==> config.mk <==
export PLATFORM = sky130hd
export DESIGN_NAME = capacitive_touch_detector_core
export DESIGN_NICKNAME = d
export VERILOG_FILES = /design/src/ctd_pkg.sv /design/src/capacitive_touch_detector_core.sv /design/src/ctd_cfg_regs.sv /design/src/ctd_pad_update.sv
export SDC_FILE = /design/constraint.sdc
export NUM_CORES = 1
export LEC_CHECK = 0
export BUFFER_PORTS_ARGS = -buffer_cell sky130_fd_sc_hd__buf_2
export CORE_MARGIN = 8
export CORE_UTILIZATION = 40
export CTS_CLUSTER_DIAMETER = 60
export DETAILED_ROUTE_END_ITERATION = 8
export PLACE_DENSITY = 0.62
export RECOVER_POWER = 25
export SYNTH_ARGS = -nofsm -noshare
export SYNTH_HDL_FRONTEND = slang
export SYNTH_SLANG_ARGS = --single-unit
==> constraint.sdc <==
create_clock -name clk_i -period 17.8 [get_ports clk_i]
set_input_delay 0.89 -clock clk_i [delete_from_list [all_inputs] [get_ports clk_i]]
set_output_delay 0.89 -clock clk_i [all_outputs]
set_load 0.02 [all_outputs]
==> src/ctd_pkg.sv <==
// shared types and constants of the capacitive touch detector
// no dependencies; imported by every module of the block
package ctd_pkg;

  localparam int unsigned TIMER_W    = 16;
  localparam int unsigned LEVEL_W    = 20;
  localparam int unsigned FRAC_W     = 8;
  localparam int unsigned SUM_W      = LEVEL_W + FRAC_W;
  localparam int unsigned CNT_W      = 10;
  localparam int unsigned STEP_W     = 8;
  localparam int unsigned FILT_SHIFT = 4;
  localparam int unsigned CFG_IDX_W  = 2;
  localparam int unsigned CFG_DATA_W = 20;

  localparam logic [CNT_W-1:0]   CNT_MAX      = '1;
  localparam logic [LEVEL_W-1:0] LEVEL_MAX    = '1;
  localparam logic [LEVEL_W-1:0] BASELINE_RST = LEVEL_W'(3000);
  localparam logic [CNT_W-1:0]   LIMIT_RST    = CNT_W'(1000);
  localparam logic [STEP_W-1:0]  DROP_RST     = STEP_W'(10);
  localparam logic [STEP_W-1:0]  RISE_RST     = STEP_W'(1);

  typedef enum logic [1:0] {
    REQ_CHARGE    = 2'd0,
    REQ_DISCHARGE = 2'd1,
    REQ_TRACK     = 2'd2
  } req_e;

  typedef enum logic [CFG_IDX_W-1:0] {
    CFG_BASELINE_INIT  = 2'd0,
    CFG_DEBOUNCE_LIMIT = 2'd1,
    CFG_DROP_STEP      = 2'd2,
    CFG_RISE_STEP      = 2'd3
  } cfg_reg_e;

  typedef struct packed {
    logic                 bl_load;
    logic [LEVEL_W-1:0]   baseline_init;
    logic [CNT_W-1:0]     debounce_limit;
    logic [STEP_W-1:0]    drop_step;
    logic [STEP_W-1:0]    rise_step;
  } cfg_t;

  typedef struct packed {
    logic [TIMER_W-1:0] charge_start;
    logic [SUM_W-1:0]   filt_sum;
    logic [LEVEL_W-1:0] baseline;
    logic [CNT_W-1:0]   count;
    logic               touch;
    logic [TIMER_W-1:0] last_period;
  } pad_state_t;

endpackage

==> src/capacitive_touch_detector_core.sv <==
// Capacitive touch detector core: takes one item per cycle when not stalled
// and returns one result per item through an input register, then a result
// register; the pace is set by the per-pad state update, a 29-bit filter
// add/subtract and threshold compare done between the two registers. Every
// pad's state sits in flip-flops and is updated as its item moves into the
// result register, so items for the same pad may follow each other directly.
// A write of baseline_init reloads every pad's baseline at once.
// depends on ctd_pkg, ctd_cfg_regs, ctd_pad_update
module capacitive_touch_detector_core import ctd_pkg::*; #(
  parameter int unsigned NUM_PADS = 2
) (
  input  logic                  clk_i,
  input  logic                  rst_ni,
  input  logic                  cfg_valid_i,
  output logic                  cfg_ready_o,
  input  logic [CFG_IDX_W-1:0]  cfg_index_i,
  input  logic [CFG_DATA_W-1:0] cfg_data_i,
  input  logic                  in_valid_i,
  output logic                  in_ready_o,
  input  logic [1:0]            req_type_i,
  input  logic                  pad_i,
  input  logic [TIMER_W-1:0]    timer_value_i,
  output logic                  out_valid_o,
  input  logic                  out_ready_i,
  output logic                  pad_out_o,
  output logic                  touched_o,
  output logic [LEVEL_W-1:0]    filtered_level_o,
  output logic [LEVEL_W-1:0]    baseline_level_o,
  output logic [TIMER_W-1:0]    discharge_period_o,
  output logic [CNT_W-1:0]      debounce_count_o
);

  localparam int unsigned IDX_W = (NUM_PADS > 1) ? $clog2(NUM_PADS) : 1;
  localparam pad_state_t  PAD_RST = '{
    charge_start: '0,
    filt_sum:     '0,
    baseline:     BASELINE_RST,
    count:        '0,
    touch:        1'b0,
    last_period:  '0
  };

  cfg_t               cfg;
  logic               s1_valid_q;
  logic [1:0]         s1_req_q;
  logic               s1_pad_q;
  logic [TIMER_W-1:0] s1_timer_q;
  logic               advance;
  logic               pad_ok;
  logic [IDX_W-1:0]   idx;
  logic               upd_en;
  pad_state_t         st_q [NUM_PADS];
  pad_state_t         cur;
  pad_state_t         nxt;
  logic               out_valid_q;
  logic               out_pad_q;
  pad_state_t         out_q, out_d;

  ctd_cfg_regs u_cfg (
    .clk_i       (clk_i),
    .rst_ni      (rst_ni),
    .cfg_valid_i (cfg_valid_i),
    .cfg_ready_o (cfg_ready_o),
    .cfg_index_i (cfg_index_i),
    .cfg_data_i  (cfg_data_i),
    .cfg_o       (cfg)
  );

  assign advance    = s1_valid_q && (!out_valid_q || out_ready_i);
  assign in_ready_o = !s1_valid_q || advance;

  always_ff @(posedge clk_i or negedge rst_ni) begin
    if (!rst_ni) begin
      s1_valid_q <= 1'b0;
    end else if (in_ready_o) begin
      s1_valid_q <= in_valid_i;
    end
  end

  always_ff @(posedge clk_i) begin
    if (in_valid_i && in_ready_o) begin
      s1_req_q   <= req_type_i;
      s1_pad_q   <= pad_i;
      s1_timer_q <= timer_value_i;
    end
  end

  assign pad_ok = 32'(s1_pad_q) < NUM_PADS;
  assign idx    = IDX_W'(s1_pad_q);
  assign cur    = st_q[idx];
  assign upd_en = advance && pad_ok;

  ctd_pad_update u_upd (
    .req_i   (s1_req_q),
    .timer_i (s1_timer_q),
    .cfg_i   (cfg),
    .cur_i   (cur),
    .nxt_o   (nxt)
  );

  always_ff @(posedge clk_i or negedge rst_ni) begin
    if (!rst_ni) begin
      for (int i = 0; i < NUM_PADS; i++) begin
        st_q[i] <= PAD_RST;
      end
    end else if (cfg.bl_load) begin
      for (int i = 0; i < NUM_PADS; i++) begin
        st_q[i].baseline <= cfg.baseline_init;
      end
    end else if (upd_en) begin
      st_q[idx] <= nxt;
    end
  end

  assign out_d = pad_ok ? nxt : '0;

  always_ff @(posedge clk_i or negedge rst_ni) begin
    if (!rst_ni) begin
      out_valid_q <= 1'b0;
    end else if (!out_valid_q || out_ready_i) begin
      out_valid_q <= s1_valid_q;
    end
  end

  always_ff @(posedge clk_i) begin
    if (advance) begin
      out_pad_q <= s1_pad_q;
      out_q     <= out_d;
    end
  end

  assign out_valid_o        = out_valid_q;
  assign pad_out_o          = out_pad_q;
  assign touched_o          = out_q.touch;
  assign filtered_level_o   = out_q.filt_sum[SUM_W-1:FRAC_W];
  assign baseline_level_o   = out_q.baseline;
  assign discharge_period_o = out_q.last_period;
  assign debounce_count_o   = out_q.count;

  // a stalled input side means the result side is full
  a_stall_full: assert property (@(posedge clk_i) disable iff (!rst_ni)
    !in_ready_o |-> (out_valid_o && s1_valid_q && !out_ready_i))
    else $error("input stalled while result register has room");

  a_advance_fills: assert property (@(posedge clk_i) disable iff (!rst_ni)
    advance |=> out_valid_o)
    else $error("moved item did not reach result register");

  a_bl_load: assert property (@(posedge clk_i) disable iff (!rst_ni)
    cfg.bl_load |=> (st_q[0].baseline == $past(cfg_data_i[LEVEL_W-1:0])))
    else $error("baseline reload not applied");

  a_touch_on_edge: assert property (@(posedge clk_i) disable iff (!rst_ni)
    !$stable(st_q[0].touch) |->
      $past(upd_en && idx == '0 && req_e'(s1_req_q) == REQ_DISCHARGE))
    else $error("touch flag changed outside a discharge edge");

endmodule

==> src/ctd_cfg_regs.sv <==
// configuration registers of the capacitive touch detector
// depends on ctd_pkg
module ctd_cfg_regs import ctd_pkg::*; (
  input  logic                  clk_i,
  input  logic                  rst_ni,
  input  logic                  cfg_valid_i,
  output logic                  cfg_ready_o,
  input  logic [CFG_IDX_W-1:0]  cfg_index_i,
  input  logic [CFG_DATA_W-1:0] cfg_data_i,
  output cfg_t                  cfg_o
);

  logic               wr;
  logic [CNT_W-1:0]   limit_q, limit_d;
  logic [STEP_W-1:0]  drop_q, drop_d;
  logic [STEP_W-1:0]  rise_q, rise_d;

  assign cfg_ready_o = 1'b1;
  assign wr = cfg_valid_i & cfg_ready_o;

  always_comb begin
    limit_d   = limit_q;
    drop_d    = drop_q;
    rise_d    = rise_q;
    if (wr) begin
      unique case (cfg_reg_e'(cfg_index_i))
        // baseline init only reloads the pad baselines
        CFG_BASELINE_INIT:  ;
        CFG_DEBOUNCE_LIMIT: limit_d   = cfg_data_i[CNT_W-1:0];
        CFG_DROP_STEP:      drop_d    = cfg_data_i[STEP_W-1:0];
        CFG_RISE_STEP:      rise_d    = cfg_data_i[STEP_W-1:0];
        default:            ;
      endcase
    end
  end

  always_ff @(posedge clk_i or negedge rst_ni) begin
    if (!rst_ni) begin
      limit_q   <= LIMIT_RST;
      drop_q    <= DROP_RST;
      rise_q    <= RISE_RST;
    end else begin
      limit_q   <= limit_d;
      drop_q    <= drop_d;
      rise_q    <= rise_d;
    end
  end

  assign cfg_o.bl_load        = wr && (cfg_reg_e'(cfg_index_i) == CFG_BASELINE_INIT);
  assign cfg_o.baseline_init  = cfg_data_i[LEVEL_W-1:0];
  assign cfg_o.debounce_limit = limit_q;
  assign cfg_o.drop_step      = drop_q;
  assign cfg_o.rise_step      = rise_q;

endmodule

==> src/ctd_pad_update.sv <==
// next-state logic for one pad: period, leaky filter, debounce, baseline track
// depends on ctd_pkg
module ctd_pad_update import ctd_pkg::*; (
  input  logic [1:0]         req_i,
  input  logic [TIMER_W-1:0] timer_i,
  input  cfg_t               cfg_i,
  input  pad_state_t         cur_i,
  output pad_state_t         nxt_o
);

  logic [TIMER_W-1:0] period;
  logic [SUM_W:0]     sum_ext;
  logic [SUM_W-1:0]   sum_new;
  logic [SUM_W:0]     thr;
  logic               ge;
  logic [CNT_W-1:0]   cnt_new;
  logic [SUM_W-1:0]   bl_fix;
  logic [LEVEL_W:0]   bl_rise;
  logic [LEVEL_W-1:0] bl_new;

  // wrap case drops one tick
  assign period = timer_i - cur_i.charge_start
                  - TIMER_W'(timer_i < cur_i.charge_start);

  assign sum_ext = (SUM_W+1)'(cur_i.filt_sum) + (SUM_W+1)'({period, FRAC_W'(0)})
                   - (SUM_W+1)'(cur_i.filt_sum >> FILT_SHIFT);
  assign sum_new = sum_ext[SUM_W-1:0];

  assign thr = {cur_i.baseline, 1'b0, FRAC_W'(0)};
  assign ge  = (SUM_W+1)'(sum_new) >= thr;

  always_comb begin
    cnt_new = cur_i.count;
    if (ge && !cur_i.touch) begin
      if (cur_i.count != CNT_MAX) cnt_new = cur_i.count + CNT_W'(1);
    end else if (!ge && cur_i.count != '0) begin
      cnt_new = cur_i.count - CNT_W'(1);
    end
  end

  assign bl_fix  = {cur_i.baseline, FRAC_W'(0)};
  assign bl_rise = (LEVEL_W+1)'(cur_i.baseline) + (LEVEL_W+1)'(cfg_i.rise_step);

  always_comb begin
    bl_new = cur_i.baseline;
    if (bl_fix > cur_i.filt_sum) begin
      bl_new = (cur_i.baseline > LEVEL_W'(cfg_i.drop_step))
               ? cur_i.baseline - LEVEL_W'(cfg_i.drop_step) : '0;
    end else if (bl_fix < cur_i.filt_sum) begin
      bl_new = bl_rise[LEVEL_W] ? LEVEL_MAX : bl_rise[LEVEL_W-1:0];
    end
  end

  always_comb begin
    nxt_o = cur_i;
    unique case (req_e'(req_i))
      REQ_CHARGE: nxt_o.charge_start = timer_i;
      REQ_DISCHARGE: begin
        nxt_o.last_period = period;
        nxt_o.filt_sum    = sum_new;
        nxt_o.count       = cnt_new;
        nxt_o.touch       = cnt_new >= cfg_i.debounce_limit;
      end
      REQ_TRACK: begin
        if (!cur_i.touch) nxt_o.baseline = bl_new;
      end
      default: ;
    endcase
  end

endmodule
### Word-level counts from Yosys, hierarchy flattened

Index checks and enable logic that the tools add are counted.

* add/subtract/negate cells: 8
* $mul: 0
* div/mod/pow operators: 0
* order comparisons: 8
* equal/unequal tests: 6
* shifts and indexed selects: 0
* multiplexer cells: 21
* bitwise operators: 2
* reduce and logical (&&, ||, !) cells: 20

Operators by type and width (count)
* $mux 91: 4
* $bwmux 182: 1
* $mux 20: 8
* $mux 138: 1
* $demux 91 s1: 1
* $mux 10: 3
* $ge 28x29->1: 1
* $add 28x24->28: 1
* $gt 28x28->1: 1
* $lt 28x28->1: 1
* $mux 28: 1
* $sub 28x24->28: 1
* $mux 27: 1
* $add 20x8->21: 1
* $gt 20x8->1: 1
* $sub 20x8->20: 1
* $lt 16x16->1: 1
* $mux 16: 1
* $sub 16x1->16: 1
* $sub 16x16->16: 1
* $add 10x1->10 const B: 1
* $ge 10x10->1: 1
* $ne 10x10->1 const B: 1
* $reduce_bool 10->1: 1
* 13 further kinds: 29

* bits in registers: 305
* latch bits: 0
* bits in writable memories: 0
* ROM bits: 0
* input port bits: 46
* output and inout port bits: 71
* word-level logic and storage cells: 91
* memories kept: 0

### Logic depth before layout (Yosys ltp)

Gate-level depths: netlist of the first run.

* depth after elaboration: 18
* mapped depth: 60
* gate-level depth less buffers: 53

### Hierarchy

A second synthesis of the first run with hierarchy kept.

* cells, all modules: 1941
* area total of the unflattened synthesis: 19936.6 µm²

Modules (own cells, without submodules)
* capacitive_touch_detector_core: instances 1, cells an instance 707, area an instance 11066.9 µm²
* ctd_pad_update: instances 1, cells an instance 1155, area an instance 7706.1 µm²
* ctd_cfg_regs: instances 1, cells an instance 79, area an instance 1163.6 µm²

### Worst setup path after synthesis of the first run

No wires, ideal clock.

* path type: reg2reg
* from: reg s1_pad_q, in the netlist idx
* to: reg out_q (netlist bit touched_o), data pin
* library setup time: 0.271 ns
* arrival: 10.819 ns
* path slack: 6.710 ns
* cell stages (with the launch flop): 56
* clock period less this slack: 11.090 ns
* path through: edfxtp_1 -> buf_6 -> buf_6 -> buf_2 -> buf_2 -> buf_2 -> buf_2 -> buf_2 -> mux2i_1 -> ha_1 -> o21a_1 -> o21a_1 -> o21ai_0 -> a21oi_1 -> o211ai_1 -> a21oi_1 -> o31ai_1 -> a21oi_1 -> [20 not listed] -> nand3_1 -> nor4_4 -> nand3_2 -> nor4_2 -> nand3_1 -> a21oi_2 -> a21oi_1 -> xnor2_1 -> ha_1 -> nand2b_1 -> a21o_1 -> a21o_1 -> a21oi_1 -> o21ai_0 -> a21o_1 -> a21o_1 -> a211oi_1 -> a21oi_1

RTL lines
* from (decl): line capacitive_touch_detector_core.sv:46 `logic s1_pad_q;`
* from (signal assigned): line capacitive_touch_detector_core.sv:83 `s1_pad_q <= pad_i;`
* to (signal assigned): line capacitive_touch_detector_core.sv:128 `out_q <= out_d;`
* to (decl): line capacitive_touch_detector_core.sv:57 `pad_state_t out_q, out_d;`

==> results of run 1 <==
## cell type report
| type | instances | area (um^2) | share of cell area |
|---|---|---|---|
| clock inverters | 23 | 253 | 0.0115 |
| flip-flops and latches | 297 | 7900 | 0.360 |
| inverters | 188 | 709 | 0.0324 |
| clock buffers | 47 | 1060 | 0.0482 |
| well taps | 615 | 769 | 0.0351 |
| repair buffers | 138 | 737 | 0.0336 |
| multi-input cells | 1492 | 10500 | 0.479 |
## cells in the mapped netlist, drive strengths merged, types with 21 or more instances
library cell	instances	area, um^2
fa	21	420
nor2b	23	144
ha	144	1800
a21o	33	248
buf	28	141
a21oi	98	494
mux2	79	890
nand4	25	156
edfxtp	87	2610
a211oi	27	208
o211ai	31	233
o21ai	125	629
nor2	104	393
clkbuf	55	208
dfstp	23	604
inv	188	708
dfrtp	187	4680
o31ai	25	193
nand3	56	285
mux2i	76	777
xnor2	40	350
nand2	304	1140
nor3	36	185
## through the flow
stage	instances	setup WS, ns	util	area, um^2	hold WS, ns
floorplan	2060	6.71	-	19400	0.438
global placement	2730	5.59	0.431	20600	0.450
detailed placement	2730	5.21	0.431	20600	0.457
CTS	2800	5.15	0.459	21900	0.362
global route	2800	2.39	0.458	21900	0.461
finish	2800	3.72	0.458	21900	0.470
## state kept, by name (all words and copies together), names as in the netlist, 10 cells and up
signal              flops
filtered_level_o       20
baseline_level_o       20
discharge_period_o     16
st_q                  182
debounce_count_o       10
s1_timer_q             16
u_cfg.limit_q          10
## critical path, delay by kind of cell (launching register included)
family / cells / cell delay (ns)
compound gates: 28 / 6.46
buf+inv: 5 / 2.67
fa+ha+maj: 7 / 2.45
mux: 1 / 0.42
flops: 1 / 0.31
simple gates: 6 / 1.05
xor+xnor: 2 / 0.38
## cell families after synthesis
| kind of cell | Yosys count |
|---|---|
| and+or+nand+nor | 649 |
| AOI/OAI and AO/OA | 462 |
| DFF | 297 |
| buffers and inverters | 271 |
| adders and majority gates | 165 |
| muxes | 155 |
| xor gates and xnor gates | 60 |
| other | 1 |
## layer usage
layer,share of wire,track usage
met4,0.027,0.0620
met3,0.051,0.0307
met5,0,0
met2,0.46,0.330
met1,0.46,0.278
## worst max-delay path by stage
stage	slack [ns]	to	from
after detailed placement	5.21	touched_o	idx
after CTS	5.15	touched_o	idx
after floorplan	6.71	touched_o	idx
after global placement	5.59	touched_o	idx
after global routing	2.39	touched_o	idx
final	3.72	touched_o	idx
==> impl_results.html, run 1 <==
<table>
<tr><th>Metric</th><th>Value</th></tr>
<tr><th colspan="2">Global route</th></tr>
<tr><td>Number of antenna violations at the first check in global routing</td><td>1</td></tr>
<tr><td>Remaining global-route overflow</td><td>0</td></tr>
<tr><td>Number of global-route vias before repair</td><td>16000</td></tr>
<tr><td>Total routing usage reported by global routing</td><td>0.203</td></tr>
<tr><td>Wire length of the first global-routing pass</td><td>around 91 mm</td></tr>
<tr><td>Largest net degree at the start of global routing</td><td>76</td></tr>
<tr><th colspan="2">Die</th></tr>
<tr><td>Vertical die dimension</td><td>approximately 240 um</td></tr>
<tr><td>Initial Util</td><td>0.406</td></tr>
<tr><td>Placeable core region</td><td>0.0478 mm^2</td></tr>
<tr><td>Overall die area</td><td>0.0558 mm^2</td></tr>
<tr><td>Standard-cell row count</td><td>80</td></tr>
<tr><td>Boundary pin count</td><td>approximately 120</td></tr>
<tr><td>Chip width</td><td>236 um</td></tr>
<tr><th colspan="2">Critical path</th></tr>
<tr><td>Worst Setup Path Type</td><td>flop to flop</td></tr>
<tr><td>Depth of the most critical reg-to-reg path</td><td>49</td></tr>
<tr><td>R2r startpoint</td><td>idx</td></tr>
<tr><td>Arrival time at the worst endpoint</td><td>around 14 ns</td></tr>
<tr><td>Max Fanout on Critical Path</td><td>52</td></tr>
<tr><td>Endpoint of the most critical register-to-register path</td><td>touched_o</td></tr>
<tr><td>Critical Path Slowest Stage Cell</td><td>clkbuf_1</td></tr>
<tr><td>Data required time of the worst path</td><td>approximately 18 ns</td></tr>
<tr><td>Kind of launch point of the worst setup path</td><td>flop</td></tr>
<tr><td>Reg-to-reg slack, setup</td><td>roughly 3.7 ns</td></tr>
<tr><td>Critical path's largest stage delay</td><td>1.65 ns</td></tr>
<tr><td>Critical path's most frequent cell</td><td>a21oi_1</td></tr>
<tr><td>Endpoint type of the worst setup path</td><td>flop</td></tr>
<tr><th colspan="2">Synth</th></tr>
<tr><td>Mapped Cells</td><td>between 2000 and 2500</td></tr>
<tr><td>Number of enable-type register cells in the synthesized netlist</td><td>between 80 and 90</td></tr>
<tr><td>Number of synthesized register bits</td><td>a little under 300</td></tr>
<tr><td>Number of warning messages in the yosys log</td><td>0</td></tr>
<tr><td>Dominant synthesized flop cell</td><td>dfrtp_1</td></tr>
<tr><td>Mux cell area share after synthesis</td><td>0.0859</td></tr>
<tr><td>Syn_nets</td><td>approximately 2300</td></tr>
<tr><td>Average size of a mapped cell</td><td>9.42 um^2</td></tr>
<tr><td>Simple-gate share of the synthesized area</td><td>0.157</td></tr>
<tr><td>Xor and xnor fraction of the mapped netlist area</td><td>0.0271</td></tr>
<tr><td>Number of distinct library cells after synthesis</td><td>between 90 and 100</td></tr>
<tr><td>Adder and majority gate portion of the synthesized area</td><td>0.114</td></tr>
<tr><td>Sequential-to-total area share from yosys stat</td><td>0.407</td></tr>
<tr><td>Async set-or-reset flop fraction in the synthesized netlist</td><td>0.707</td></tr>
<tr><td>Share of the synthesized area in compound gates (AO/OA/AOI/OAI)</td><td>0.155</td></tr>
<tr><td>Mapped cell area</td><td>between 0.015 and 0.02 mm^2</td></tr>
<tr><td>Main combinational cell family by area after synthesis</td><td>simple AND/OR/NAND/NOR gates</td></tr>
<tr><th colspan="2">Clock tree</th></tr>
<tr><td>Count of instances resized after the clock tree is built</td><td>0</td></tr>
<tr><td>Count of buffers added by post-CTS timing repair for setup</td><td>0</td></tr>
<tr><td>Total clock sinks</td><td>a little under 300</td></tr>
<tr><td>Root buffer cell</td><td>clkbuf_16</td></tr>
<tr><td>Clock transition at the registers of the reported paths</td><td>approximately 0.060 ns</td></tr>
<tr><td>CTS max path bufs</td><td>3</td></tr>
<tr><td>Clock tree from TritonCTS</td><td>yes</td></tr>
<tr><td>Clock latency at the later pin of the worst-skew pair</td><td>0.57 ns</td></tr>
<tr><td>Num CTS Buffers</td><td>38</td></tr>
<tr><td>H-tree lvl count</td><td>2</td></tr>
<tr><td>Hold buffer count at CTS</td><td>0</td></tr>
<tr><th colspan="2">Drt</th></tr>
<tr><td>Detailed Routing Iterations Pass 1</td><td>5</td></tr>
<tr><td>Routed Wire Length</td><td>about 57 mm</td></tr>
<tr><td>Count of vias placed by the detailed router</td><td>approximately 16000</td></tr>
<tr><td>Vias per Instance</td><td>around 5.6</td></tr>
<tr><td>DR DRC count</td><td>0</td></tr>
<tr><td>Drt first-iter violations</td><td>~1300</td></tr>
<tr><td>DRT antenna net count</td><td>0</td></tr>
<tr><td>Per-cell routed wire length</td><td>slightly above 20 um</td></tr>
<tr><th colspan="2">Finish</th></tr>
<tr><td>Most frequent standard cell in the layout excluding fill and tap cells</td><td>nand2_1</td></tr>
<tr><td>Number of inserted filler cells in the final layout</td><td>4561</td></tr>
<tr><td>Commonest non-fill, non-tap cells in the layout</td><td>302 x nand2_1, 187 x dfrtp_1, 186 x inv_1, 144 x ha_1, 123 x o21ai_0</td></tr>
<tr><td>Number of nets at the end of the flow</td><td>2366</td></tr>
<tr><td>Diode count</td><td>0</td></tr>
<tr><td>Proportion of layout cells with a drive suffix above 1</td><td>0.157</td></tr>
<tr><td>Synthesis-to-layout area growth</td><td>12.9%</td></tr>
<tr><th colspan="2">Min path</th></tr>
<tr><td>Min-Delay Path Depth</td><td>2</td></tr>
<tr><td>Hold Crit Endpoint</td><td>st_q[100]</td></tr>
<tr><td>Launch instance of the worst min-delay path</td><td>st_q[100]</td></tr>
<tr><td>Type of the most critical hold path</td><td>flop to flop</td></tr>
<tr><th colspan="2">STA</th></tr>
<tr><td>Setup total negative slack</td><td>0 ns</td></tr>
<tr><td>Final clock skew</td><td>around 0.029 ns</td></tr>
<tr><td>Worst-margin pin slew</td><td>around 4.7 ns</td></tr>
<tr><td>Max Clk Rate</td><td>slightly above 0.07 GHz</td></tr>
<tr><td>Total setup violations reported at the end of the flow</td><td>0</td></tr>
<tr><td>Max-slew violation count</td><td>202</td></tr>
<tr><td>Shortest period the worst path allows</td><td>about 14 ns</td></tr>
<tr><td>Final Hold Viols</td><td>0</td></tr>
<tr><td>Max transition margin</td><td>-2.11</td></tr>
<tr><td>Final cycle utilization of the critical path</td><td>0.791</td></tr>
<tr><td>RSZ-0062 raised after global routing</td><td>false</td></tr>
<tr><th colspan="2">Placed design</th></tr>
<tr><td>HPWL after detailed placement</td><td>between 40 and 50 mm</td></tr>
<tr><td>PortBufs</td><td>around 120</td></tr>
<tr><td>RD Place Congestion</td><td>roughly 0.93</td></tr>
<tr><th colspan="2">Run</th></tr>
<tr><td>Number of max-cap violations</td><td>4</td></tr>
<tr><th colspan="2">Run status</th></tr>
<tr><td>Violated checks</td><td>max-capacitance violations, max-slew violations</td></tr>
<tr><td>Run status</td><td>complete, but fails checks</td></tr>
</table>
Power of run 1 is not shown: default switching activity piles up to over one toggle a cycle in this logic, so the estimate is an artifact.
==> inputs of run 2 (changes only) <==
--- a/config.mk
+++ b/config.mk
@@ -5,12 +5,13 @@
 export SDC_FILE = /design/constraint.sdc
 export NUM_CORES = 1
 export LEC_CHECK = 0
+export ABC_AREA = 1
 export BUFFER_PORTS_ARGS = -buffer_cell sky130_fd_sc_hd__buf_2
 export CORE_MARGIN = 8
 export CORE_UTILIZATION = 40
 export CTS_CLUSTER_DIAMETER = 60
 export DETAILED_ROUTE_END_ITERATION = 8
-export PLACE_DENSITY = 0.62
+export PLACE_DENSITY = 0.64
 export RECOVER_POWER = 25
 export SYNTH_ARGS = -nofsm -noshare
 export SYNTH_HDL_FRONTEND = slang
==> constraint.sdc (replaced) <==
create_clock -name clk_i -period 12.1 [get_ports clk_i]
set_input_delay 0.605 -clock clk_i [delete_from_list [all_inputs] [get_ports clk_i]]
set_output_delay 0.605 -clock clk_i [all_outputs]
set_load 0.02 [all_outputs]
==> run 2 against run 1 <==
Compared with the run above:
- the flow still finishes with violations (max-capacitance violations, max-slew violations)
- hold slack got worse by 0.25 ns
- cell count up 26%
- routed wire length is 10% higher
- via count grew 16%
- flip-flop and latch count stayed put
- first-iteration DRC count increased by 3.8%
- non-clock buffer count up 1
- core utilization decreased by 0.79 points
- maximum frequency up 37%
- critical path depth up 2
- register-to-register slack lost 1.9 ns
- critical path type unchanged
- critical endpoint is now st_q[16]
==> impl_results.html, run 2 <==
<table>
<tr><th>Metric</th><th>Value</th></tr>
<tr><th colspan="2">Run status</th></tr>
<tr><td>Run status</td><td>complete, but fails checks</td></tr>
<tr><td>Violated checks</td><td>max-capacitance violations, max-slew violations</td></tr>
<tr><th colspan="2">Drt</th></tr>
<tr><td>Vias per Instance</td><td>5.19 (-7.6%)</td></tr>
<tr><td>Total met3 wirelength after detailed routing</td><td>3.01 mm (+2.1%)</td></tr>
<tr><td>DR DRC count</td><td>0 (unchanged)</td></tr>
<tr><td>Uppermost layer routed</td><td>met4</td></tr>
<tr><td>Detail Route met2 WL</td><td>28.9 mm (+10%)</td></tr>
<tr><td>Wire length on met1</td><td>29.2 mm (+10%)</td></tr>
<tr><td>Drt first-iter violations</td><td>1354 (+3.8%)</td></tr>
<tr><td>Detailed Routing Iterations Pass 1</td><td>5 (unchanged)</td></tr>
<tr><td>Count of vias placed by the detailed router</td><td>18300 (+16%)</td></tr>
<tr><td>Routed Wire Length</td><td>63.2 mm (+10%)</td></tr>
<tr><td>Per-cell routed wire length</td><td>17.9 um (-12%)</td></tr>
<tr><td>DRT antenna net count</td><td>0 (unchanged)</td></tr>
<tr><th colspan="2">STA</th></tr>
<tr><td>Setup total negative slack</td><td>0 ns (unchanged)</td></tr>
<tr><td>RSZ-0062 raised after global routing</td><td>false</td></tr>
<tr><td>Max-slew violation count</td><td>215 (+6.4%)</td></tr>
<tr><td>Final clock skew</td><td>0.0246 ns (-0.00412 ns)</td></tr>
<tr><td>Max transition margin</td><td>-2.77 (-0.665)</td></tr>
<tr><td>Shortest period the worst path allows</td><td>10.26 ns (-3.81 ns)</td></tr>
<tr><td>Final cycle utilization of the critical path</td><td>0.848 (+0.0573)</td></tr>
<tr><td>Worst-margin pin slew</td><td>5.66 ns (+0.998 ns)</td></tr>
<tr><td>Max Clk Rate</td><td>0.0975 GHz (+37%)</td></tr>
<tr><td>Final Hold Viols</td><td>0 (unchanged)</td></tr>
<tr><td>Total setup violations reported at the end of the flow</td><td>0 (unchanged)</td></tr>
<tr><th colspan="2">Clock tree</th></tr>
<tr><td>Count of instances resized after the clock tree is built</td><td>0 (unchanged)</td></tr>
<tr><td>Clock transition at the registers of the reported paths</td><td>0.05 ns (about the same)</td></tr>
<tr><td>Clock tree from TritonCTS</td><td>yes</td></tr>
<tr><td>Count of buffers added by post-CTS timing repair for setup</td><td>0 (unchanged)</td></tr>
<tr><td>Hold buffer count at CTS</td><td>0 (unchanged)</td></tr>
<tr><td>Clock latency at the later pin of the worst-skew pair</td><td>0.56 ns (about the same)</td></tr>
<tr><td>Total clock sinks</td><td>297 (unchanged)</td></tr>
<tr><td>H-tree lvl count</td><td>2 (unchanged)</td></tr>
<tr><td>CTS max path bufs</td><td>3 (unchanged)</td></tr>
<tr><td>Num CTS Buffers</td><td>37 (-2.6%)</td></tr>
<tr><td>Root buffer cell</td><td>clkbuf_16</td></tr>
<tr><th colspan="2">Synth</th></tr>
<tr><td>Most repeated cell in the gate-level netlist after synthesis</td><td>nand2_1</td></tr>
<tr><td>Most used standard cells in the synthesized netlist</td><td>891 x nand2_1, 308 x inv_1, 225 x o21ai_0, 187 x dfrtp_1, 185 x nand3_1</td></tr>
<tr><td>Number of synthesized register bits</td><td>297 (unchanged)</td></tr>
<tr><td>Mapped Cells</td><td>2723 (+32%)</td></tr>
<tr><td>Number of enable-type register cells in the synthesized netlist</td><td>87 (unchanged)</td></tr>
<tr><td>Async set-or-reset flop fraction in the synthesized netlist</td><td>0.707 (unchanged)</td></tr>
<tr><td>Mapped cell area</td><td>0.0205 mm^2 (+5.7%)</td></tr>
<tr><td>Area share of the largest cell type after synthesis</td><td>0.228 (-0.0129)</td></tr>
<tr><td>Cells taking the most area after synthesis</td><td>dfrtp_1 23%, nand2_1 16%, edfxtp_1 13%, ha_1 8.8%, inv_1 5.6%</td></tr>
<tr><td>Number of distinct library cells after synthesis</td><td>61 (-36%)</td></tr>
<tr><td>Dominant synthesized flop cell</td><td>dfrtp_1</td></tr>
<tr><td>Leading area contributor after synthesis</td><td>dfrtp_1</td></tr>
<tr><td>Number of warning messages in the yosys log</td><td>0 (unchanged)</td></tr>
<tr><td>Syn_nets</td><td>2934 (+29%)</td></tr>
<tr><td>Sequential-to-total area share from yosys stat</td><td>0.385 (-0.0218)</td></tr>
<tr><td>Average size of a mapped cell</td><td>7.53 um^2 (-20%)</td></tr>
<tr><th colspan="2">Critical path</th></tr>
<tr><td>Path length in cells of the critical path</td><td>51 (+4.1%)</td></tr>
<tr><td>R2r startpoint</td><td>idx</td></tr>
<tr><td>Reg-to-reg slack, setup</td><td>1.84 ns (-1.89 ns)</td></tr>
<tr><td>Endpoint of the most critical register-to-register path</td><td>st_q[16]</td></tr>
<tr><td>Max Fanout on Critical Path</td><td>30 (-42%)</td></tr>
<tr><td>Count of buffering cells on the critical path with inverters included</td><td>6 (+1)</td></tr>
<tr><td>Data required time of the worst path</td><td>12.56 ns (-5.53 ns)</td></tr>
<tr><td>Worst Setup Path Type</td><td>flop to flop</td></tr>
<tr><td>Critical path's largest stage delay</td><td>0.94 ns (-0.71 ns)</td></tr>
<tr><td>Critical path's most frequent cell</td><td>nand2_1</td></tr>
<tr><td>Cell type group with the largest total delay on the critical path</td><td>simple AND/OR/NAND/NOR gates</td></tr>
<tr><td>Depth of the most critical reg-to-reg path</td><td>51 (+4.1%)</td></tr>
<tr><td>Endpoint type of the worst setup path</td><td>flop</td></tr>
<tr><td>Kind of launch point of the worst setup path</td><td>flop</td></tr>
<tr><td>First element of the critical path</td><td>idx</td></tr>
<tr><td>Critical Path Slowest Stage Cell</td><td>edfxtp_1</td></tr>
<tr><td>Capture point of the worst path</td><td>st_q[16]</td></tr>
<tr><td>Arrival time at the worst endpoint</td><td>10.73 ns (-3.63 ns)</td></tr>
<tr><th colspan="2">Die</th></tr>
<tr><td>Overall die area</td><td>0.0588 mm^2 (+5.3%)</td></tr>
<tr><td>Placeable core region</td><td>0.0510 mm^2 (+6.6%)</td></tr>
<tr><td>Standard-cell row count</td><td>83 (+3.8%)</td></tr>
<tr><td>Boundary pin count</td><td>117 (unchanged)</td></tr>
<tr><td>Vertical die dimension</td><td>242 um (+2.6%)</td></tr>
<tr><td>Chip width</td><td>242 um (+2.6%)</td></tr>
<tr><td>Initial Util</td><td>0.402 (-0.00343)</td></tr>
<tr><th colspan="2">Global route</th></tr>
<tr><td>Wire length of the first global-routing pass</td><td>100 mm (+10%)</td></tr>
<tr><td>Largest net degree at the start of global routing</td><td>100 (+32%)</td></tr>
<tr><td>Remaining global-route overflow</td><td>0 (unchanged)</td></tr>
<tr><td>Total routing usage reported by global routing</td><td>0.211 (+0.00777)</td></tr>
<tr><td>Number of global-route vias before repair</td><td>18100 (+13%)</td></tr>
<tr><td>Number of antenna violations at the first check in global routing</td><td>0 (-1)</td></tr>
<tr><th colspan="2">Placed design</th></tr>
<tr><td>HPWL after detailed placement</td><td>46.9 mm (+11%)</td></tr>
<tr><td>RD Place Congestion</td><td>0.956 (+2.8%)</td></tr>
<tr><td>PortBufs</td><td>115 (unchanged)</td></tr>
<tr><th colspan="2">Finish</th></tr>
<tr><td>Number of nets at the end of the flow</td><td>3022 (+28%)</td></tr>
<tr><td>Max reg flops</td><td>182 (unchanged)</td></tr>
<tr><td>Diode count</td><td>0 (unchanged)</td></tr>
<tr><td>Synthesis-to-layout area growth</td><td>11.9%</td></tr>
<tr><td>Proportion of layout cells with a drive suffix above 1</td><td>0.121 (-0.0354)</td></tr>
<tr><td>Most frequent standard cell in the layout excluding fill and tap cells</td><td>nand2_1</td></tr>
<tr><td>Commonest non-fill, non-tap cells in the layout</td><td>889 x nand2_1, 307 x inv_1, 225 x o21ai_0, 187 x dfrtp_1, 185 x nand3_1</td></tr>
<tr><td>Largest Register</td><td>st_q</td></tr>
<tr><th colspan="2">Min path</th></tr>
<tr><td>Min-Delay Path Depth</td><td>1 (-1)</td></tr>
<tr><td>Type of the most critical hold path</td><td>input pin to flop</td></tr>
<tr><th colspan="2">Run</th></tr>
<tr><td>Number of max-cap violations</td><td>3 (-1)</td></tr>
</table>
-- run 2: changes by cell type after synthesis, moves of 28 or more --
cell and change:
nand2_1 +587, mux2_2 -79, xnor2_1 -28, o21ai_0 +102, nand3_1 +130, o21ai_1 +31, inv_1 +121, mux2i_1 -71
-- run 2: how the worst min path moves through the flow --
stage,slack [ns],end,start
after floorplan,0.31,out_valid_o,rst_ni
after global placement,0.45,st_q[17],st_q[17]
after detailed placement,0.46,st_q[26],st_q[26]
after CTS,0.15,st_q[70],rst_ni
after global routing,0.19,s1_timer_q[6],timer_value_i[6]
final,0.22,s1_timer_q[0],timer_value_i[0]
-- run 2: cells by family (layout without fill, tap and decap cells) --
family / after synthesis / after routing / share of synthesized area
compound gates: 429 / 429 / 0.118
xor+xnor: 53 / 53 / 0.0226
fa+ha+maj: 165 / 165 / 0.108
buf+inv: 420 / 536 / 0.0822
flops: 297 / 297 / 0.385
mux: 3 / 3 / 0.00146
other cells: 1 / 1 / 0.000183
simple gates: 1355 / 1355 / 0.283
-- run 2: per-stage QoR --
step | std cells | utilization | cell area [um^2] | hold WS [ns] | setup WS (ns)
after detailed placement | 3452 | 0.426 | 21700 | 0.458 | 1.90
after floorplan | 2723 | - | 20500 | 0.309 | 3.00
final | 3519 | 0.450 | 23000 | 0.218 | 1.84
after global routing | 3519 | 0.450 | 23000 | 0.190 | 0.668
after CTS | 3519 | 0.451 | 23000 | 0.150 | 1.87
after global placement | 3452 | 0.426 | 21700 | 0.453 | 2.11
-- run 2: layer usage --
metal  track usage  up-vias
li1              -     9032
met1         0.283     8606
met2         0.346      531
met3        0.0321      112
met4        0.0725        0
met5             0        -
-- run 2: worst reg2reg max path, delay by kind of cell (launching register included) --
| kind | cells | cell delay, ns |
|---|---|---|
| and+or+nand+nor | 24 | 2.95 |
| adders and majority gates | 8 | 2.57 |
| AOI/OAI and AO/OA | 11 | 2.55 |
| DFF | 1 | 0.94 |
| xor gates and xnor gates | 2 | 0.69 |
| buffers and inverters | 6 | 0.49 |
-- run 2: area by class of cell --
class / count / area (um^2)
well taps: 680 / 851
flip-flops and latches: 297 / 7900
multi-input cells: 2006 / 10900
repair buffers: 139 / 746
fillers: 5110 / 28000
inverters: 330 / 1240
clock inverters: 17 / 238
clock buffers: 50 / 1040
Power of run 2 is left out for the same reason.
==> inputs of run 3 (changes only) <==
==> constraint.sdc (replaced) <==
create_clock -name clk_i -period 9.1 [get_ports clk_i]
set_input_delay 0.455 -clock clk_i [delete_from_list [all_inputs] [get_ports clk_i]]
set_output_delay 0.455 -clock clk_i [all_outputs]
set_load 0.02 [all_outputs]
==> run 3 against run 2 <==
Compared with the run above:
- critical endpoint unchanged
- the run still ends with max-capacitance violations, max-slew violations left
- non-clock buffer count up 85
- core utilization up 2.6 points
- routed wire length up 1.5%
- first-iteration DRC count up 2.5%
==> impl_results.html, run 3 (synthesis gave the netlist of run 2 again) <==
<table>
<tr><th>Metric</th><th>Value</th></tr>
<tr><th colspan="2">Run status</th></tr>
<tr><td>Run status</td><td>complete, but fails checks</td></tr>
<tr><td>Violated checks</td><td>max-capacitance violations, max-slew violations</td></tr>
<tr><th colspan="2">Critical path</th></tr>
<tr><td>Endpoint type of the worst setup path</td><td>flop</td></tr>
<tr><td>Reg-to-reg slack, setup</td><td>0.27 ns (-1.57 ns)</td></tr>
<tr><td>Critical path's most frequent cell</td><td>nand2_1</td></tr>
<tr><td>Depth of the most critical reg-to-reg path</td><td>60 (+18%)</td></tr>
<tr><td>Critical Path Slowest Stage Cell</td><td>fa_2</td></tr>
<tr><td>Max Fanout on Critical Path</td><td>9 (-70%)</td></tr>
<tr><td>Data required time of the worst path</td><td>9.57 ns (-2.99 ns)</td></tr>
<tr><td>Worst Setup Path Type</td><td>flop to flop</td></tr>
<tr><td>Endpoint of the most critical register-to-register path</td><td>st_q[16]</td></tr>
<tr><td>Kind of launch point of the worst setup path</td><td>flop</td></tr>
<tr><td>Critical path's largest stage delay</td><td>0.56 ns (-0.38 ns)</td></tr>
<tr><td>First element of the critical path</td><td>idx</td></tr>
<tr><td>R2r startpoint</td><td>idx</td></tr>
<tr><td>Arrival time at the worst endpoint</td><td>9.30 ns (-1.43 ns)</td></tr>
<tr><td>Capture point of the worst path</td><td>st_q[16]</td></tr>
<tr><th colspan="2">Finish</th></tr>
<tr><td>Commonest non-fill, non-tap cells in the layout</td><td>874 x nand2_1, 298 x inv_1, 202 x o21ai_0, 187 x dfrtp_1, 177 x nand3_1</td></tr>
<tr><td>Number of inserted filler cells in the final layout</td><td>4986 (-2.4%)</td></tr>
<tr><td>Diode count</td><td>0 (unchanged)</td></tr>
<tr><td>Synthesis-to-layout area growth</td><td>18.3%</td></tr>
<tr><td>Max reg flops</td><td>182 (unchanged)</td></tr>
<tr><td>Number of nets at the end of the flow</td><td>3108 (+2.8%)</td></tr>
<tr><td>Proportion of layout cells with a drive suffix above 1</td><td>0.183 (+0.0617)</td></tr>
<tr><td>Largest Register</td><td>st_q</td></tr>
<tr><td>Most frequent standard cell in the layout excluding fill and tap cells</td><td>nand2_1</td></tr>
<tr><td>Share of the core filled with cells in the final layout</td><td>0.476 (+0.0258)</td></tr>
<tr><th colspan="2">Clock tree</th></tr>
<tr><td>Total clock sinks</td><td>297 (unchanged)</td></tr>
<tr><td>CTS max path bufs</td><td>3 (unchanged)</td></tr>
<tr><td>Num CTS Buffers</td><td>37 (unchanged)</td></tr>
<tr><td>H-tree lvl count</td><td>2 (unchanged)</td></tr>
<tr><td>Root buffer cell</td><td>clkbuf_16</td></tr>
<tr><td>Clock transition at the registers of the reported paths</td><td>0.06 ns (about the same)</td></tr>
<tr><td>Clock tree from TritonCTS</td><td>yes</td></tr>
<tr><td>Clock latency at the later pin of the worst-skew pair</td><td>0.56 ns (about the same)</td></tr>
<tr><th colspan="2">Global route</th></tr>
<tr><td>Largest net degree at the start of global routing</td><td>98 (-2.0%)</td></tr>
<tr><td>Wire length of the first global-routing pass</td><td>101 mm (+0.71%)</td></tr>
<tr><td>Number of global-route vias before repair</td><td>18600 (+2.5%)</td></tr>
<tr><td>Total routing usage reported by global routing</td><td>0.211 (about the same)</td></tr>
<tr><td>Remaining global-route overflow</td><td>0 (unchanged)</td></tr>
<tr><td>Number of antenna violations at the first check in global routing</td><td>0 (unchanged)</td></tr>
<tr><th colspan="2">Drt</th></tr>
<tr><td>DRT antenna net count</td><td>0 (unchanged)</td></tr>
<tr><td>Detailed Routing Iterations Pass 1</td><td>5 (unchanged)</td></tr>
<tr><td>DR DRC count</td><td>0 (unchanged)</td></tr>
<tr><td>Drt first-iter violations</td><td>1388 (+2.5%)</td></tr>
<tr><td>Vias per Instance</td><td>5.20 (+0.17%)</td></tr>
<tr><td>Per-cell routed wire length</td><td>17.8 um (-0.88%)</td></tr>
<tr><td>Count of vias placed by the detailed router</td><td>18800 (+2.6%)</td></tr>
<tr><td>Routed Wire Length</td><td>64.1 mm (+1.5%)</td></tr>
<tr><th colspan="2">Min path</th></tr>
<tr><td>Type of the most critical hold path</td><td>input pin to flop</td></tr>
<tr><td>Min-Delay Path Depth</td><td>1 (unchanged)</td></tr>
<tr><th colspan="2">Placed design</th></tr>
<tr><td>RD Place Congestion</td><td>0.956 (about the same)</td></tr>
<tr><td>HPWL after detailed placement</td><td>46.9 mm (+0.12%)</td></tr>
<tr><td>PortBufs</td><td>115 (unchanged)</td></tr>
<tr><th colspan="2">Die</th></tr>
<tr><td>Boundary pin count</td><td>117 (unchanged)</td></tr>
<tr><td>Placeable core region</td><td>0.0510 mm^2 (unchanged)</td></tr>
<tr><td>Standard-cell row count</td><td>83 (unchanged)</td></tr>
<tr><td>Overall die area</td><td>0.0588 mm^2 (unchanged)</td></tr>
<tr><td>Chip width</td><td>242 um (unchanged)</td></tr>
<tr><td>Initial Util</td><td>0.402 (unchanged)</td></tr>
<tr><td>Vertical die dimension</td><td>242 um (unchanged)</td></tr>
<tr><th colspan="2">STA</th></tr>
<tr><td>Max transition margin</td><td>-2.66 (+0.109)</td></tr>
<tr><td>Final Hold Viols</td><td>0 (unchanged)</td></tr>
<tr><td>Final cycle utilization of the critical path</td><td>0.971 (+0.123)</td></tr>
<tr><td>Worst-margin pin slew</td><td>5.49 ns (-0.164 ns)</td></tr>
<tr><td>RSZ-0062 raised after global routing</td><td>true</td></tr>
<tr><td>Total setup violations reported at the end of the flow</td><td>0 (unchanged)</td></tr>
<tr><td>Max-slew violation count</td><td>98 (-54%)</td></tr>
<tr><td>Max Clk Rate</td><td>0.113 GHz (+16%)</td></tr>
<tr><td>Tightest hold margin</td><td>0.0709 ns (-0.147 ns)</td></tr>
<tr><td>Shortest period the worst path allows</td><td>8.83 ns (-1.43 ns)</td></tr>
<tr><td>Final clock skew</td><td>0.0411 ns (+0.0165 ns)</td></tr>
<tr><th colspan="2">Run</th></tr>
<tr><td>Number of max-cap violations</td><td>1 (-2)</td></tr>
</table>
-- run 3: changes by cell type in the layout (fill, tap and decap cells not counted), sizes merged --
cell	previous run	this run
buf	135	216
bufinv	4	1
clkinv	13	16
inv	329	332
dlygate4sd3	0	1
nand4	46	47
-- run 3: routing by layer --
metal,vias to the layer above,GRT usage,part of all wire
li1,9195,-,-
met1,8859,0.280,0.45
met2,582,0.343,0.46
met3,123,0.0349,0.056
met4,0,0.0782,0.034
met5,-,0,0
-- run 3: cell type report --
cell class | count | area, um^2 | share of cell area
Timing Repair Buffer | 224 | 1520 | 0.0624
Tap cell | 680 | 851 | 0.0350
Inverter | 330 | 1240 | 0.0512
Clock inverter | 20 | 180 | 0.00742
Clock buffer | 47 | 1070 | 0.0440
Sequential cell | 297 | 7900 | 0.325
Multi-Input combinational cell | 2007 | 11500 | 0.475
-- run 3: critical path, delay by kind of cell, from the launching register on --
kind            cells  cell delay, ns
fa+ha+maj           8            2.63
compound gates      8            0.95
xor+xnor            2            0.38
buf+inv            10            1.17
simple gates       32            3.10
flops               1            0.53
-- run 3: per-stage QoR --
stage | setup slack [ns] | setup TNS, ns | instance area (um^2) | std cells
final | 0.267 | 0 | 24300 | 3605
after global routing | -0.249 | -0.592 | 24300 | 3605
after CTS | 0.00721 | 0 | 23500 | 3586
after detailed placement | -0.304 | -0.802 | 22200 | 3518
after global placement | -0.0262 | -0.0262 | 22200 | 3518
after floorplan | 0.000540 | 0 | 20500 | 2723
-- run 3: how the worst min path moves through the flow --
stage                       from              to
6_report       timer_value_i[12]  s1_timer_q[12]
5_1_grt        timer_value_i[14]  s1_timer_q[14]
4_1_cts        timer_value_i[14]  s1_timer_q[14]
3_5_place_dp            st_q[65]        st_q[65]
3_3_place_gp            st_q[17]        st_q[17]
2_1_floorplan             rst_ni     out_valid_o
-- run 3: timing repair --
item                                    in CTS  in global routing
cloned                                       0                  5
hold buffers                                 1                  0
resized for setup                            6                135
pin swaps                                    0                 57
buffers inserted                             0                 15
endpoints found under the setup margin       3                 15
endpoints found under the hold margin        5                  0
Power of run 3 is left out for the same reason.
